==> src/assert_macros.svh <==
// assertion macros shared by the edge magnitude rtl
// no dependencies; included by modules that carry concurrent assertions
`ifndef ASSERT_MACROS_SVH
`define ASSERT_MACROS_SVH

// property checked on every rising edge, disabled while reset is asserted
`define ASSERT_PROP(label, clk, rst_n, prop, msg) \
    label: assert property (@(posedge clk) disable iff (!rst_n) prop) else $error(msg);

// plain invariant, same clocking and reset handling
`define ASSERT_ALWAYS(label, clk, rst_n, expr, msg) \
    label: assert property (@(posedge clk) disable iff (!rst_n) (expr)) else $error(msg);

`endif

==> src/sem_pkg.sv <==
// shared types and constants for the sobel edge magnitude block
// no dependencies; imported by every module of the block except sem_ram
`default_nettype none

package sem_pkg;

    localparam int QUEUE_DEPTH = 4;
    localparam int QPTR_W      = 2;
    localparam int LEVEL_W     = 3;

    localparam int SAMPLE_W  = 8;
    localparam int ROW_OUT_W = 11;
    localparam int COL_OUT_W = 11;
    localparam int CH_OUT_W  = 2;
    localparam int CFG_W     = 12;
    localparam int CHCFG_W   = 3;

    // register indexes on paddr[3:2]
    localparam logic [1:0] REG_IMAGE_WIDTH   = 2'd0;
    localparam logic [1:0] REG_IMAGE_HEIGHT  = 2'd1;
    localparam logic [1:0] REG_CHANNEL_COUNT = 2'd2;

    localparam logic [11:0] WIDTH_RESET    = 12'd640;
    localparam logic [11:0] HEIGHT_RESET   = 12'd480;
    localparam logic [2:0]  CHANNELS_RESET = 3'd1;

    // 255.5^2 rounded down: anything above saturates
    localparam logic [20:0] SAT_LIMIT = 21'd65280;
    localparam logic [7:0]  MAG_MAX   = 8'd255;
    localparam logic [15:0] ROOT_FIRST_BIT = 16'h4000;

    // [column: left, centre, right][row: top, middle, bottom]
    typedef logic [2:0][2:0][SAMPLE_W-1:0] window_t;

    typedef struct packed {
        window_t                win;
        logic [ROW_OUT_W-1:0]   row;
        logic [COL_OUT_W-1:0]   col;
        logic [CH_OUT_W-1:0]    chan;
        logic                   last;
    } job_t;

endpackage

`default_nettype wire

==> src/sem_queue.sv <==
// short job queue between the window front end and the magnitude unit
// depends on sem_pkg
`default_nettype none

module sem_queue import sem_pkg::*; (
    input  logic               clk,
    input  logic               rst_n,
    input  logic               push,
    input  job_t               push_data,
    input  logic               pop,
    output job_t               pop_data,
    output logic               empty,
    output logic [LEVEL_W-1:0] level
);

    job_t               slot_reg [QUEUE_DEPTH];
    logic [QPTR_W-1:0]  wr_ptr_reg;
    logic [QPTR_W-1:0]  rd_ptr_reg;
    logic [LEVEL_W-1:0] level_reg;
    logic               do_pop;

    assign do_pop = pop && (level_reg != '0);

    always_ff @(posedge clk)
    begin
        if (push)
        begin
            slot_reg[wr_ptr_reg] <= push_data;
        end
    end

    always_ff @(posedge clk or negedge rst_n)
    begin
        if (!rst_n)
        begin
            wr_ptr_reg <= '0;
            rd_ptr_reg <= '0;
            level_reg  <= '0;
        end
        else
        begin
            if (push)
            begin
                wr_ptr_reg <= wr_ptr_reg + QPTR_W'(1);
            end
            if (do_pop)
            begin
                rd_ptr_reg <= rd_ptr_reg + QPTR_W'(1);
            end
            if (push && !do_pop)
            begin
                level_reg <= level_reg + LEVEL_W'(1);
            end
            else if (!push && do_pop)
            begin
                level_reg <= level_reg - LEVEL_W'(1);
            end
        end
    end

    assign pop_data = slot_reg[rd_ptr_reg];
    assign empty    = (level_reg == '0);
    assign level    = level_reg;

endmodule

`default_nettype wire

==> config.mk <==
export PLATFORM = sky130hd
export DESIGN_NAME = sem_queue
export DESIGN_NICKNAME = d
export VERILOG_FILES = /design/src/assert_macros.svh /design/src/sem_pkg.sv /design/src/sem_queue.sv
export SDC_FILE = /design/constraint.sdc
export NUM_CORES = 1
export LEC_CHECK = 0
export BUFFER_PORTS_ARGS = -buffer_cell sky130_fd_sc_hd__buf_2
export CAP_MARGIN = 20
export CORE_MARGIN = 1
export CORE_UTILIZATION = 57
export CTS_CLUSTER_SIZE = 16
export DETAILED_ROUTE_END_ITERATION = 8
export GPL_ROUTABILITY_DRIVEN = 0
export MAX_ROUTING_LAYER = met4
export PLACE_DENSITY = 0.8
export SYNTH_ARGS = -nofsm -noshare
export SYNTH_HDL_FRONTEND = slang
export SYNTH_SLANG_ARGS = --single-unit
==> constraint.sdc <==
create_clock -name clk -period 4.5 [get_ports clk]
set_input_delay 0.225 -clock clk [delete_from_list [all_inputs] [get_ports clk]]
set_output_delay 0.225 -clock clk [all_outputs]
set_load 0.05 [all_outputs]
# [After elaboration in Yosys (flattened, before gate mapping)]
# Memory sizes are Yosys's and may differ from the RTL's.
# Cells that the tools add are included.
[word_totals] reg_bits=7 ram_bits=388 input_bits=101 output_inout_bits=101 elab_cells=20 memories=1
[mem_list] memory="slot_reg" depth=4 word_bits=97 rd=1 rd_ports_with_merged_regs=0 write_ports=1 line_no="sem_queue.sv:16" text="job_t slot_reg [QUEUE_DEPTH];"
[op_classes] n_addsub=4 muxes=4 reduce_logical=8
[op_table] operator="2-to-1 mux 3 bit" n=2
[op_table] operator="adder 2 x 1 -> 2 bit (second input constant)" n=2
[op_table] operator="adder 3 x 1 -> 3 bit (second input constant)" n=1
[op_table] operator="logical AND 1 bit" n=3
[op_table] operator="logical NOT 3 bit" n=1
[op_table] operator="nonzero test 3 bit" n=1
[op_table] operator="subtractor 3 x 1 -> 3 bit (second input constant)" n=1
[op_table] operator="logical NOT 1 bit" n=2
[op_table] operator="2-to-1 mux 1 bit" n=2
[op_table] operator="nonzero test 2 bit" n=1

# [Depth between registers and ports, before layout]
[logic_depth] word_depth=5 mapped_depth=8 ltp_nobuf=8

# [Worst setup path before layout]
# OpenSTA, ideal clock, no wires.
[synth_path] path_kind="reg-to-reg" startpoint="register wr_ptr_reg[0]" endpoint="memory slot_reg[0][0] (netlist name) (enable)" setup_ns=0.466 arrival_ns=2.865 required_ns=4.034 path_slack_ns=1.169 stages_incl_launch_ff=4 path_buffers=0 period_less_slack_ns=3.331 path_cell_list="dfrtp_1 -> inv_1 -> ha_1 -> and2_1"
[synth_lines] element="from (decl)" line_no="sem_queue.sv:17" text="logic [QPTR_W-1:0] wr_ptr_reg;"
[synth_lines] element="from (signal assigned)" line_no="sem_queue.sv:44" text="wr_ptr_reg <= wr_ptr_reg + QPTR_W'(1);"
[synth_lines] element="to (decl)" line_no="sem_queue.sv:16"
# No word-level cell before the write port.

==> summary.txt <==
Placed design
  – Final HPWL from detailed placement: 15,910 µm
  – IO buf count: 201

Worst setup path
  – Maximum cell stage delay along the critical path: 1080 ps
  – CP Launch Type: flop
  – Critical-path maximum fanout: 50
  – Worst Setup End Kind: output pin
  – Worst r2r path cells: 3
  – Cell class contributing the biggest share of worst-path delay: flip-flops
  – Cell Chain, Critical Path: buf_4 -> mux4_2 -> buf_2
  – CP max stage cell: sky130_fd_sc_hd__dfrtp_4
  – Sum of buffers and inverters on the critical path: 2
  – Worst R2R End: slot_reg[3][17]
  – Reg-to-reg startpoint: wr_ptr_reg[0]
  – CP required: 4280 ps
  – WS Path Type: flop to output pin
  – R2r setup slk: 2090 ps
  – Worst Path Arrival: 2900 ps

Logic synthesis
  – Post-synthesis instance total: 541
  – Netlist area before placement: 14,360 µm²
  – Syn avg cell area: 26.54 µm²
  – Main area contributors after synthesis: sky130_fd_sc_hd__edfxtp_1 81%, sky130_fd_sc_hd__mux4_2 15%, sky130_fd_sc_hd__dfrtp_1 1.2%
  – Share of synthesized area occupied by flip-flops and latches: 82.37%
  – Post-synth net total: 648
  – Share of the synthesized area in the top cell type: 81.15%
  – Warnings, synthesis: 0
  – Total of flip-flops plus latches after synthesis: 395
  – Synth cell types: 20
  – Synth area leader: sky130_fd_sc_hd__edfxtp_1

Global route
  – Total gr overflow: 0
  – Vias in the first global route: 7,597
  – Initial antenna violation count: 3
  – Global-route wire length before repair: 44,190 µm
  – Combined global-route utilization of all metal layers: 23.99%
  – Pin count of the biggest net entering global routing: 79

Power and ir drop
  – Total design power: 13.21 mW
  – Total leakage power: 6.243 nW
  – Power density over the cells: 735.8 nW/µm²
  – Worst VDD drop: 0.0006545 V

Clock network
  – Clock-pin transition on the worst setup and hold timing paths: 60 ps
  – Clock tree from TritonCTS: yes
  – Htree depth: 2
  – Clock Tree Buf Depth: 3
  – Clock latency on the worst-skew pair: 510 ps
  – Post-CTS setup-driven buffer insertion count: 0
  – Hold Buf Count CTS: 99
  – Total CTS buffers: 38
  – Post-CTS resize count: 0
  – Clock Sinks: 395
  – Clk Tree Root Cell: sky130_fd_sc_hd__clkbuf_16

Min path
  – Number of cells on the worst hold path: 3
  – Hold path start: pop
  – Hold crit path type: input port to flop
  – Worst Hold End: rd_ptr_reg[1]

Timing
  – Worst-case clock skew: 12.46 ps
  – Transition time of the tightest slew-check pin: 1065 ps
  – Clock period minus final worst setup slack: 3125 ps
  – Setup-failing EPs final: 0
  – Achievable Freq: 320.0 MHz
  – Final Max Tran Viols: 0
  – Fin crit share: 69.44%
  – Relative max-transition margin: 29.03%
  – Unrepaired setup endpoints after global routing: no
  – Final hold violations: 0
  – Total negative slack: 0 ps

Floorplanning
  – Area of the placeable core: 24,530 µm²
  – Rows: 57
  – Initial core utilization: 58.52%
  – Number of top-level pins: 202
  – Die extent in y: 160.7 µm
  – Die W: 160.7 µm
  – Total Die Area: 25,830 µm²

Cells and area
  – Seq. cell area: 11,830 µm²
  – Commonest non-fill, non-tap cell in the layout: sky130_fd_sc_hd__edfxtp_1
  – Commonest cells after routing, fill and taps aside: 388 x sky130_fd_sc_hd__edfxtp_1, 201 x sky130_fd_sc_hd__buf_2, 99 x sky130_fd_sc_hd__dlygate4sd3_1
  – Number of nets in the finished design: 977
  – Number of flip-flops under the largest register name: 388
  – Layout overhead on the synthesized area: 25.06%
  – Area of the multi-input gates: 2394 µm²
  – Fill cell instance count of the final layout: 1,396
  – Fraction of layout cells with a size suffix above 1: 41.05%

Drt
  – Antenna violation net count after detailed routing: 0
  – Detailed-route via count: 6,895
  – DRC: 0
  – Wirelength per Cell: 23.97 µm
  – Number of DRC violations after detailed-routing iteration 0: 616
  – Wire length after detailed routing: 29,270 µm
  – Drt via density: 5.647
  – Iteration count of the initial detailed-routing pass: 4

Run status
  – Status: complete, no violations

Run
  – Max cap viols: 0
[routing by layer]
| layer | global-route usage, % | vias up | wire length, µm |
|---|---|---|---|
| met5 | - | - | 0 |
| met4 | 6.432 | 0 | 535 |
| met3 | 4.804 | 42 | 1874 |
| met2 | 41.16 | 281 | 15650 |
| met1 | 29.37 | 3585 | 11210 |
| li1 | - | 2987 | - |
[final cells by class]
class	count	share of cell area, %
sequential	395	65.90
multi-input combinational	120	13.33
timing repair buffer	311	11.76
clock buffer	48	5.623
tap	324	2.258
clock inverter	16	0.9964
inverter	4	0.08362
antenna	3	0.04181
[how the worst max path moves through the flow]
stage | startpoint | endpoint | depth (start not counted)
after global routing | rd_ptr_reg[0] | pop_data[29] | 3
after detailed placement | rd_ptr_reg[0] | pop_data[69] | 3
after global placement | rd_ptr_reg[0] | pop_data[82] | 3
after CTS | rd_ptr_reg[0] | pop_data[69] | 3
after floorplan | wr_ptr_reg[0] | slot_reg[0][0] | 3
final | rd_ptr_reg[0] | pop_data[67] | 3
[cells by family (layout without fill, tap and decap cells)]
logic type	count (synthesis)	count (layout)	share of synthesized area [%]
xor+xnor	6	6	0.3661
simple gates	9	9	0.3311
compound gates	1	1	0.03482
buf+inv	26	379	1.028
other cells	0	3	0
mux	98	98	15.29
fa+ha+maj	6	6	0.5752
flops	395	395	82.37
[metrics by stage]
| stage | utilization (%) | area [µm²] | setup WS [ps] | hold slack [ps] | cells |
|---|---|---|---|---|---|
| floorplan | - | 14360 | 1169 | -70.59 | 541 |
| global placement | 64.16 | 15740 | 1865 | 60.73 | 1054 |
| detailed placement | 64.16 | 15740 | 1818 | 67.01 | 1054 |
| CTS | 73.05 | 17920 | 1249 | 10.91 | 1217 |
| global route | 73.19 | 17960 | 1170 | 26.14 | 1221 |
| finish | 73.19 | 17960 | 1375 | 23.43 | 1221 |
[cells in the mapped netlist]
master                       n
sky130_fd_sc_hd__buf_4       1
sky130_fd_sc_hd__mux4_2     97
sky130_fd_sc_hd__ha_1        5
sky130_fd_sc_hd__xor2_1      3
sky130_fd_sc_hd__mux2_2      1
sky130_fd_sc_hd__inv_1       4
sky130_fd_sc_hd__nor2_1      1
sky130_fd_sc_hd__buf_2      12
sky130_fd_sc_hd__nand3_1     1
sky130_fd_sc_hd__edfxtp_1  388
sky130_fd_sc_hd__xnor2_1     3
sky130_fd_sc_hd__nand2_1     2
sky130_fd_sc_hd__o21ai_0     1
sky130_fd_sc_hd__or3_1       1
sky130_fd_sc_hd__dfrtp_1     7
sky130_fd_sc_hd__clkbuf_1    6
sky130_fd_sc_hd__buf_6       2
sky130_fd_sc_hd__buf_12      1
sky130_fd_sc_hd__fa_1        1
sky130_fd_sc_hd__and2_1      4
[report_power, final]
group	leakage, nW	internal (mW)	total, mW	switching (mW)
Sequential	3.64	4.82	5.19	0.368
Combinational	2.01	1.51	4.94	3.43
Clock	0.586	1.81	3.09	1.27
Total	6.24	8.14	13.2	5.07
[worst min-delay path: cells and delay by family]
| family | cells | cell delay, ps |
|---|---|---|
| xor+xnor | 1 | 70 |
| buf+inv | 1 | 100 |
| simple gates | 1 | 100 |
Power figures use the tool's default switching activity.
