### config.mk
export PLATFORM = sky130hd
export DESIGN_NAME = sem_back
export DESIGN_NICKNAME = d
export VERILOG_FILES = /design/src/sem_pkg.sv /design/src/sem_back.sv
export VERILOG_INCLUDE_DIRS = /design/src /design/src/src
export SDC_FILE = /design/constraint.sdc
export NUM_CORES = 1
export LEC_CHECK = 0
export BUFFER_PORTS_ARGS = -buffer_cell sky130_fd_sc_hd__buf_2
export CAP_MARGIN = 20
export CORE_MARGIN = 2
export CORE_UTILIZATION = 61
export CTS_CLUSTER_SIZE = 10
export DETAILED_ROUTE_END_ITERATION = 6
export MAX_ROUTING_LAYER = met4
export PLACE_DENSITY = 0.81
export SYNTH_ARGS = -nofsm -noshare
export SYNTH_HDL_FRONTEND = slang
export SYNTH_SLANG_ARGS = --single-unit
### constraint.sdc
create_clock -name clk -period 6.9 [get_ports clk]
set_clock_uncertainty 0.2 [all_clocks]
set_input_delay 2.07 -clock clk [delete_from_list [all_inputs] [get_ports clk]]
set_output_delay 2.07 -clock clk [all_outputs]
set_load 0.02 [all_outputs]
### src/assert_macros.svh
// assertion macros shared by the edge magnitude rtl
// no dependencies; included by modules that carry concurrent assertions
`ifndef ASSERT_MACROS_SVH
`define ASSERT_MACROS_SVH

// property checked on every rising edge, disabled while reset is asserted
`define ASSERT_PROP(label, clk, rst_n, prop, msg) \
    label: assert property (@(posedge clk) disable iff (!rst_n) prop) else $error(msg);

// plain invariant, same clocking and reset handling
`define ASSERT_ALWAYS(label, clk, rst_n, expr, msg) \
    label: assert property (@(posedge clk) disable iff (!rst_n) (expr)) else $error(msg);

`endif

### src/sem_pkg.sv
// shared types and constants for the sobel edge magnitude block
// no dependencies; imported by every module of the block except sem_ram
`default_nettype none

package sem_pkg;

    localparam int QUEUE_DEPTH = 4;
    localparam int QPTR_W      = 2;
    localparam int LEVEL_W     = 3;

    localparam int SAMPLE_W  = 8;
    localparam int ROW_OUT_W = 11;
    localparam int COL_OUT_W = 11;
    localparam int CH_OUT_W  = 2;
    localparam int CFG_W     = 12;
    localparam int CHCFG_W   = 3;

    // register indexes on paddr[3:2]
    localparam logic [1:0] REG_IMAGE_WIDTH   = 2'd0;
    localparam logic [1:0] REG_IMAGE_HEIGHT  = 2'd1;
    localparam logic [1:0] REG_CHANNEL_COUNT = 2'd2;

    localparam logic [11:0] WIDTH_RESET    = 12'd640;
    localparam logic [11:0] HEIGHT_RESET   = 12'd480;
    localparam logic [2:0]  CHANNELS_RESET = 3'd1;

    // 255.5^2 rounded down: anything above saturates
    localparam logic [20:0] SAT_LIMIT = 21'd65280;
    localparam logic [7:0]  MAG_MAX   = 8'd255;
    localparam logic [15:0] ROOT_FIRST_BIT = 16'h4000;

    // [column: left, centre, right][row: top, middle, bottom]
    typedef logic [2:0][2:0][SAMPLE_W-1:0] window_t;

    typedef struct packed {
        window_t                win;
        logic [ROW_OUT_W-1:0]   row;
        logic [COL_OUT_W-1:0]   col;
        logic [CH_OUT_W-1:0]    chan;
        logic                   last;
    } job_t;

endpackage

`default_nettype wire

### src/sem_back.sv
// back end: gradient, squares, bit-serial square root, rounding and result register
// depends on sem_pkg and assert_macros.svh
`default_nettype none
`include "assert_macros.svh"

module sem_back import sem_pkg::*; (
    input  logic                 clk,
    input  logic                 rst_n,
    input  logic                 q_empty,
    input  job_t                 q_data,
    output logic                 q_pop,
    output logic [ROW_OUT_W-1:0] centre_row,
    output logic [COL_OUT_W-1:0] centre_col,
    output logic [CH_OUT_W-1:0]  channel,
    output logic [7:0]           magnitude,
    output logic                 frame_last,
    output logic                 empty,
    input  logic                 pop
);

    typedef enum logic [2:0] {
        S_IDLE,
        S_SQUARE,
        S_SUM,
        S_ROOT,
        S_FINISH
    } state_t;

    state_t state_reg;

    logic [9:0]  ax_reg;
    logic [9:0]  ay_reg;
    logic [19:0] sqx_reg;
    logic [19:0] sqy_reg;
    logic        sat_reg;
    logic [15:0] rem_reg;
    logic [15:0] res_reg;
    logic [15:0] bit_reg;

    logic [ROW_OUT_W-1:0] row_reg;
    logic [COL_OUT_W-1:0] col_reg;
    logic [CH_OUT_W-1:0]  chan_reg;
    logic                 last_reg;

    logic                 out_valid_reg;
    logic [ROW_OUT_W-1:0] out_row_reg;
    logic [COL_OUT_W-1:0] out_col_reg;
    logic [CH_OUT_W-1:0]  out_chan_reg;
    logic [7:0]           out_mag_reg;
    logic                 out_last_reg;

    window_t     w;
    logic [10:0] gx_pos;
    logic [10:0] gx_neg;
    logic [10:0] gy_pos;
    logic [10:0] gy_neg;
    logic [11:0] gx_diff;
    logic [11:0] gy_diff;
    logic [9:0]  ax_next;
    logic [9:0]  ay_next;
    logic [20:0] sum_next;
    logic [16:0] trial;
    logic        take;
    logic [15:0] rem_next;
    logic [15:0] res_next;
    logic [7:0]  mag_next;

    always_comb
    begin
        w       = q_data.win;
        gx_pos  = 11'(w[2][0]) + {2'b00, w[2][1], 1'b0} + 11'(w[2][2]);
        gx_neg  = 11'(w[0][0]) + {2'b00, w[0][1], 1'b0} + 11'(w[0][2]);
        gy_pos  = 11'(w[0][2]) + {2'b00, w[1][2], 1'b0} + 11'(w[2][2]);
        gy_neg  = 11'(w[0][0]) + {2'b00, w[1][0], 1'b0} + 11'(w[2][0]);
        gx_diff = {1'b0, gx_pos} - {1'b0, gx_neg};
        gy_diff = {1'b0, gy_pos} - {1'b0, gy_neg};
        ax_next = gx_diff[11] ? 10'(12'd0 - gx_diff) : gx_diff[9:0];
        ay_next = gy_diff[11] ? 10'(12'd0 - gy_diff) : gy_diff[9:0];
    end

    assign sum_next = 21'(sqx_reg) + 21'(sqy_reg);

    // one restoring square-root step per cycle
    always_comb
    begin
        trial    = 17'(res_reg) + 17'(bit_reg);
        take     = {1'b0, rem_reg} >= trial;
        rem_next = take ? rem_reg - trial[15:0] : rem_reg;
        res_next = take ? (res_reg >> 1) + bit_reg : res_reg >> 1;
    end

    // remainder above the root means the true root is past the half point
    assign mag_next = sat_reg ? MAG_MAX : 8'(res_reg + 16'(rem_reg > res_reg));

    assign q_pop = (state_reg == S_IDLE) && !q_empty;

    always_ff @(posedge clk or negedge rst_n)
    begin
        if (!rst_n)
        begin
            state_reg     <= S_IDLE;
            out_valid_reg <= 1'b0;
        end
        else
        begin
            if (pop && out_valid_reg)
            begin
                out_valid_reg <= 1'b0;
            end
            case (state_reg)
                S_IDLE:
                begin
                    if (!q_empty)
                    begin
                        state_reg <= S_SQUARE;
                    end
                end
                S_SQUARE:
                begin
                    state_reg <= S_SUM;
                end
                S_SUM:
                begin
                    state_reg <= S_ROOT;
                end
                S_ROOT:
                begin
                    if (bit_reg[0])
                    begin
                        state_reg <= S_FINISH;
                    end
                end
                S_FINISH:
                begin
                    if (!out_valid_reg || pop)
                    begin
                        out_valid_reg <= 1'b1;
                        state_reg     <= S_IDLE;
                    end
                end
                default:
                begin
                    state_reg <= S_IDLE;
                end
            endcase
        end
    end

    always_ff @(posedge clk)
    begin
        case (state_reg)
            S_IDLE:
            begin
                ax_reg   <= ax_next;
                ay_reg   <= ay_next;
                row_reg  <= q_data.row;
                col_reg  <= q_data.col;
                chan_reg <= q_data.chan;
                last_reg <= q_data.last;
            end
            S_SQUARE:
            begin
                sqx_reg <= 20'(ax_reg) * 20'(ax_reg);
                sqy_reg <= 20'(ay_reg) * 20'(ay_reg);
            end
            S_SUM:
            begin
                sat_reg <= sum_next > SAT_LIMIT;
                rem_reg <= sum_next[15:0];
                res_reg <= '0;
                bit_reg <= ROOT_FIRST_BIT;
            end
            S_ROOT:
            begin
                rem_reg <= rem_next;
                res_reg <= res_next;
                bit_reg <= bit_reg >> 2;
            end
            S_FINISH:
            begin
                if (!out_valid_reg || pop)
                begin
                    out_row_reg  <= row_reg;
                    out_col_reg  <= col_reg;
                    out_chan_reg <= chan_reg;
                    out_mag_reg  <= mag_next;
                    out_last_reg <= last_reg;
                end
            end
            default:
            begin
            end
        endcase
    end

    assign centre_row = out_row_reg;
    assign centre_col = out_col_reg;
    assign channel    = out_chan_reg;
    assign magnitude  = out_mag_reg;
    assign frame_last = out_last_reg;
    assign empty      = !out_valid_reg;

    `ASSERT_PROP(a_root_ends, clk, rst_n, (state_reg == S_ROOT && bit_reg[0]) |=> (state_reg == S_FINISH), "square root did not finish after last step")
    `ASSERT_PROP(a_root_range, clk, rst_n, (state_reg == S_FINISH && !sat_reg) |-> (res_reg[15:8] == 8'd0), "unsaturated root above 8 bits")
    `ASSERT_PROP(a_load_from_finish, clk, rst_n, $rose(out_valid_reg) |-> $past(state_reg == S_FINISH), "result register loaded outside finish")

endmodule

`default_nettype wire

## Yosys cells after proc, flatten, opt, wreduce, memory -nomap -nowiden

Cells that the tools add are included.

- $lt $le $gt $ge: 3
- Reduce and logical (&&, ||, !) cells: 10
- Muxes and demuxes: 14
- Equality and inequality tests: 8
- $mul: 2
- Add/sub/neg operators: 17

Operators by type and width:

| cell | count |
|---|---|
| $pmux W16 S2 | 3 |
| $add A10 B8 Y11 | 4 |
| $add A8 B9 Y10 | 4 |
| $mul A10 B10 Y20 | 2 |
| $mux W16 | 2 |
| $sub A11 B11 Y12 | 2 |
| $add A20 B20 Y21 | 1 |
| $gt A21 B16 Y1 const B | 1 |
| $mux W10 | 2 |
| $sub A1 B10 Y10 const A | 2 |
| $add A16 B16 Y17 | 1 |
| $ge A16 B17 Y1 | 1 |
| $add A15 B16 Y16 | 1 |
| $gt A16 B16 Y1 | 1 |
| $sub A16 B16 Y16 | 1 |
| $pmux W3 S5 | 1 |
| $mux W3 | 3 |
| $add A8 B1 Y8 | 1 |
| $ne A2 B2 Y1 const B | 4 |
| $eq A3 B2 Y1 const B | 2 |
| $reduce_and A2 Y1 | 2 |
| $eq A3 B1 Y1 const B | 1 |
| $eq A3 B3 Y1 const B | 1 |
| $logic_not A3 Y1 | 1 |
| 6 further kinds | 10 |

- Word-level logic and storage cells: 73
- Output and inout bits: 35
- Bits in registers: 171
- Input port bits: 101

## Longest topological paths before layout

- Depth after elaboration: 5
- Depth in mapped cells: 22
- Mapped depth without buffers: 21

## Worst setup path after synthesis

OpenSTA, ideal clock, no wires.

- Path kind: input -> register
- Start: input q_data[27] (netlist bit)
- End: register ay_reg[9], data pin
- Data arrival time: 5.723 ns
- Data required time: 6.442 ns
- Buffers on the path: 0
- Path slack: 0.719 ns
- Stages: 16
- Library setup time: 0.258 ns
- Cells stage by stage: inv_1 -> fa_1 -> fa_1 -> inv_1 -> fa_1 -> inv_1 -> fa_1 -> a21o_1 -> a21oi_1 -> o21bai_1 -> a21oi_1 -> nor2b_1 -> o211ai_1 -> nand2_1 -> a31o_1 -> xnor2_1

- Word-level cells in the longest chain between the ends: 5

RTL lines:

| item | RTL line | RTL |
|---|---|---|
| start: declaration | sem_back.sv:10 | `input job_t q_data,` |
| $add A8 B9 Y10 (*) | sem_back.sv:74 | `gy_neg = 11'(w[0][0]) + {2'b00, w[1][0], 1'b0} + 11'(w[2][0]);` |
| $add A10 B8 Y11 (*) | sem_back.sv:74 |  |
| $sub A11 B11 Y12 (*) | sem_back.sv:76 | `gy_diff = {1'b0, gy_pos} - {1'b0, gy_neg};` |
| $sub A1 B10 Y10 | sem_back.sv:78 | `ay_next = gy_diff[11] ? 10'(12'd0 - gy_diff) : gy_diff[9:0];` |
| $mux W10 (*) | sem_back.sv:78 |  |
| named net ay_next[9] | sem_back.sv:60 | `logic [9:0] ay_next;` |
| end signal: assignment | sem_back.sv:155 | `ay_reg <= ay_next;` |
| end: declaration | sem_back.sv:32 | `logic [9:0] ay_reg;` |

The timed path passes the listed nets; every way through them passes the cells marked *.
A chain may end at the register's enable or synchronous reset.

## Worst setup path in the final report

- Start: input q_data[27] (netlist bit)
- End: register ax_reg[1], data pin

- Word-level cells in the longest chain between the ends: 4

RTL lines:

| item | RTL line | RTL |
|---|---|---|
| $add A8 B9 Y10 | sem_back.sv:72 | `gx_neg = 11'(w[0][0]) + {2'b00, w[0][1], 1'b0} + 11'(w[0][2]);` |
| $add A10 B8 Y11 | sem_back.sv:72 |  |
| $sub A11 B11 Y12 | sem_back.sv:75 | `gx_diff = {1'b0, gx_pos} - {1'b0, gx_neg};` |
| $mux W10 | sem_back.sv:77 | `ax_next = gx_diff[11] ? 10'(12'd0 - gx_diff) : gx_diff[9:0];` |
| named net ax_next[1] | sem_back.sv:59 | `logic [9:0] ax_next;` |
| end signal: assignment | sem_back.sv:154 | `ax_reg <= ax_next;` |
| end: declaration | sem_back.sv:31 | `logic [9:0] ax_reg;` |

The timed path passes the listed nets, and every way through them passes these cells.

==> flow_summary.toml <==
[run_status]
status = "complete, but fails checks"
violations = "DRC"

[worst_setup_path]
crit_chain = "buf_2 > inv_1 > fa_1 > fa_1 > inv_1 > fa_1 > inv_1 > fa_1 > a21o_1 > a21oi_1 > o21bai_1 > a21oi_1 > nor2b_1 > o211ai_1 > nand2_1 > mux2_1"
cpMaxStageDelayCell = "fa_1"
max_stage_delay_ps = 550
crit_arrival_ps = 6190
start_kind = "input port"
worstSetupEndpointType = "flip-flop"
endpoint = "ax_reg[1]$_DFFE_PN_"
crit_start = "q_data[27]"
cp_top_family = "adder cells"
crit_required_ps = 6890
timing.rr.start = "ax_reg[0]$_DFFE_PN_"
ff2ff_setup_slack_ps = 840
worst-path-buf-inv = 4
setup.worst_path.class = "input port to flip-flop"
worst_r2r_endpoint = "sqx_reg[18]$_DFFE_PP_"
path_max_fanout = 6
ff2ff_path_depth = 18
path_common_cell = "fa_1"
cp_num_cells = 16

[sta]
whs_ps = 218
final_hold_viol_count = 0
fin_crit_ps = 6200
rsz0062_at_grt = "false"
slew_headroom_pct = 31.7
tns_ps = 0
finalCritPeriodShare_pct = 89.8
worst_slew_pin_slew_ps = 1020
final-max-slew-violation-count = 0
setup_violations = 0
fmax_mhz = 161

[floorplan]
fp-row-count = 59
core_area_um2 = 26100
die_area_um2 = 28000
die_y_um = 167
die_w_um = 167
start_util_pct = 62.2
io_pins = 136

[global_route]
grt_pass1_wl_um = 54800
grt_pass1_vias = 12200
grt_max_degree = 39
track_usage_pct = 25.0
globalRouteOverflowTotal = 0
antenna_found_initial = 0

[placed_design]
place_inst = 2029
place.gp.congestion = 0.944
post-dp-hpwl_um = 25800
port_buffers = 127

[job]
max_cap_viol_count = 0

[clock_network]
cts_buffer_depth = 2
post_cts_resized = 0
root_buffer = "clkbuf_16"
hold_buffers = 0
clock_latency_ps = 450
clkTransAtPathRegs_ps = 70
post_cts_buffers = 0
cts.htree.levels = 4
numCtsBuffers = 17
cts.sinks = 161
cts_tree = "yes"

[route]
first_pass_iters = 7
wirelength_um = 32300
drt_first_iter_violations = 706
wl_per_cell_um = 15.7
final_antenna_net_count = 0
route.detailed.drc = 10
via_per_inst = 5.53
vias = 11400

[synth]
synth_common_cells = "inv_1 (329), ha_1 (194), edfxtp_1 (157), fa_1 (157), xnor2_1 (90)"
netlist_area_um2 = 16300
ys_warn_count = 0
syn_nets = 2037
yosysMostFrequentCell = "inv_1"
yosysSeqAreaShare_pct = 29.6
synth_cells = 1585
synth_top_flop_cell = "edfxtp_1"
syn_avg_cell_area_um2 = 10.3
yosysTopAreaCellShare_pct = 29.0
synth.area.top_cells = "edfxtp_1 (29%), fa_1 (19%), ha_1 (15%)"
yosysTopAreaCell = "edfxtp_1"
synth_edf_count = 157
synth.distinct_cells = 69
ys_seq_elements = 161
synthArstFlopShare_pct = 2.48

[cells_and_area]
instances_no_fill = 2062
diodes = 0
drive_gt1_share_pct = 11.3
fin_nets = 2166
synthToLayoutAreaGrowth_pct = 10.1
n_fill_cell = 1938

[hold_path]
hold_class = "flip-flop to flip-flop"
-- metrics by stage --
step | setup slack [ps] | util [%] | area (µm²)
4_1_cts | 710 | 68.5 | 17900
2_1_floorplan | 719 | - | 16300
3_3_place_gp | 345 | 66.0 | 17300
6_report | 702 | 68.5 | 17900
3_5_place_dp | 253 | 66.0 | 17300
5_1_grt | 416 | 68.5 | 17900
-- layer usage --
| layer | track usage (%) | up-vias | routed length, µm |
|---|---|---|---|
| li1 | - | 5476 | - |
| met1 | 27.4 | 5510 | 12400 |
| met2 | 45.8 | 345 | 17200 |
| met3 | 3.66 | 81 | 1710 |
| met4 | 9.45 | 0 | 950 |
| met5 | - | - | 0 |
-- worst register-to-register path: cells and delay by family (launching register included) --
kind | cells | cell delay (ps)
xor gates and xnor gates | 1 | 90
buffers and inverters | 3 | 160
DFF | 1 | 620
adders and majority gates | 6 | 3010
and+or+nand+nor | 1 | 210
AOI/OAI and AO/OA | 7 | 1500
-- cell type report --
cell class,count,area [µm²],area share (%)
multi-input cells,1065,10100,56.2
flip-flops and latches,161,4810,26.9
inverters,332,1250,6.96
repair buffers,137,723,4.04
clock buffers,17,425,2.38
well taps,335,419,2.34
clock inverters,15,206,1.15
-- cell families after synthesis --
logic type | after synthesis | synth area share [%]
flops | 161 | 29.6
buf+inv | 359 | 8.56
fa+ha+maj | 351 | 34.3
compound gates | 233 | 9.47
xor+xnor | 125 | 6.73
mux | 10 | 0.654
simple gates | 346 | 10.7
-- worst min path at each step --
stage	startpoint	end	cells past startpoint
floorplan	col_reg[0]$_DFFE_PN_	centre_col[0]$_DFFE_PP_	0
global placement	row_reg[2]$_DFFE_PN_	centre_row[2]$_DFFE_PP_	0
detailed placement	col_reg[7]$_DFFE_PN_	centre_col[7]$_DFFE_PP_	0
CTS	col_reg[7]$_DFFE_PN_	centre_col[7]$_DFFE_PP_	0
global route	col_reg[4]$_DFFE_PN_	centre_col[4]$_DFFE_PP_	0
finish	col_reg[7]$_DFFE_PN_	centre_col[7]$_DFFE_PP_	0
-- layout by cell type (no fill, tap or decap), types with 4 or more instances in the layout --
master     netlist  routed
a211oi_1         4       4
a211oi_2         5       5
a21o_1          31      31
a21oi_1         75      75
a31o_1           6       6
a31oi_1         12      12
and2_1          55      55
and3_1          17      17
buf_2            1     127
buf_4            0       9
clkbuf_16        0      17
clkinv_8         0       8
dfrtp_1          4       4
edfxtp_1       157     157
fa_1           157     157
ha_1           194     194
inv_1          329     329
mux2i_1          5       5
nand2_1         84      84
nand2b_1        15      15
nand3_1         20      20
nand4_1         10      10
nor2_1          72      71
nor2_2           5       5
nor2b_1         20      20
nor3_1          17      16
nor4_1           6       6
o211ai_1         4       4
o21a_1           8       8
o21ai_0         22      22
o21ai_1         16      16
o21bai_1        17      17
o31a_1           4       4
or2_2            4       4
or3_1           12      12
xnor2_1         90      90
xor2_1          35      35
Power is not shown: default switching activity piles up to over one toggle a cycle in this logic, so the estimate is an artifact.
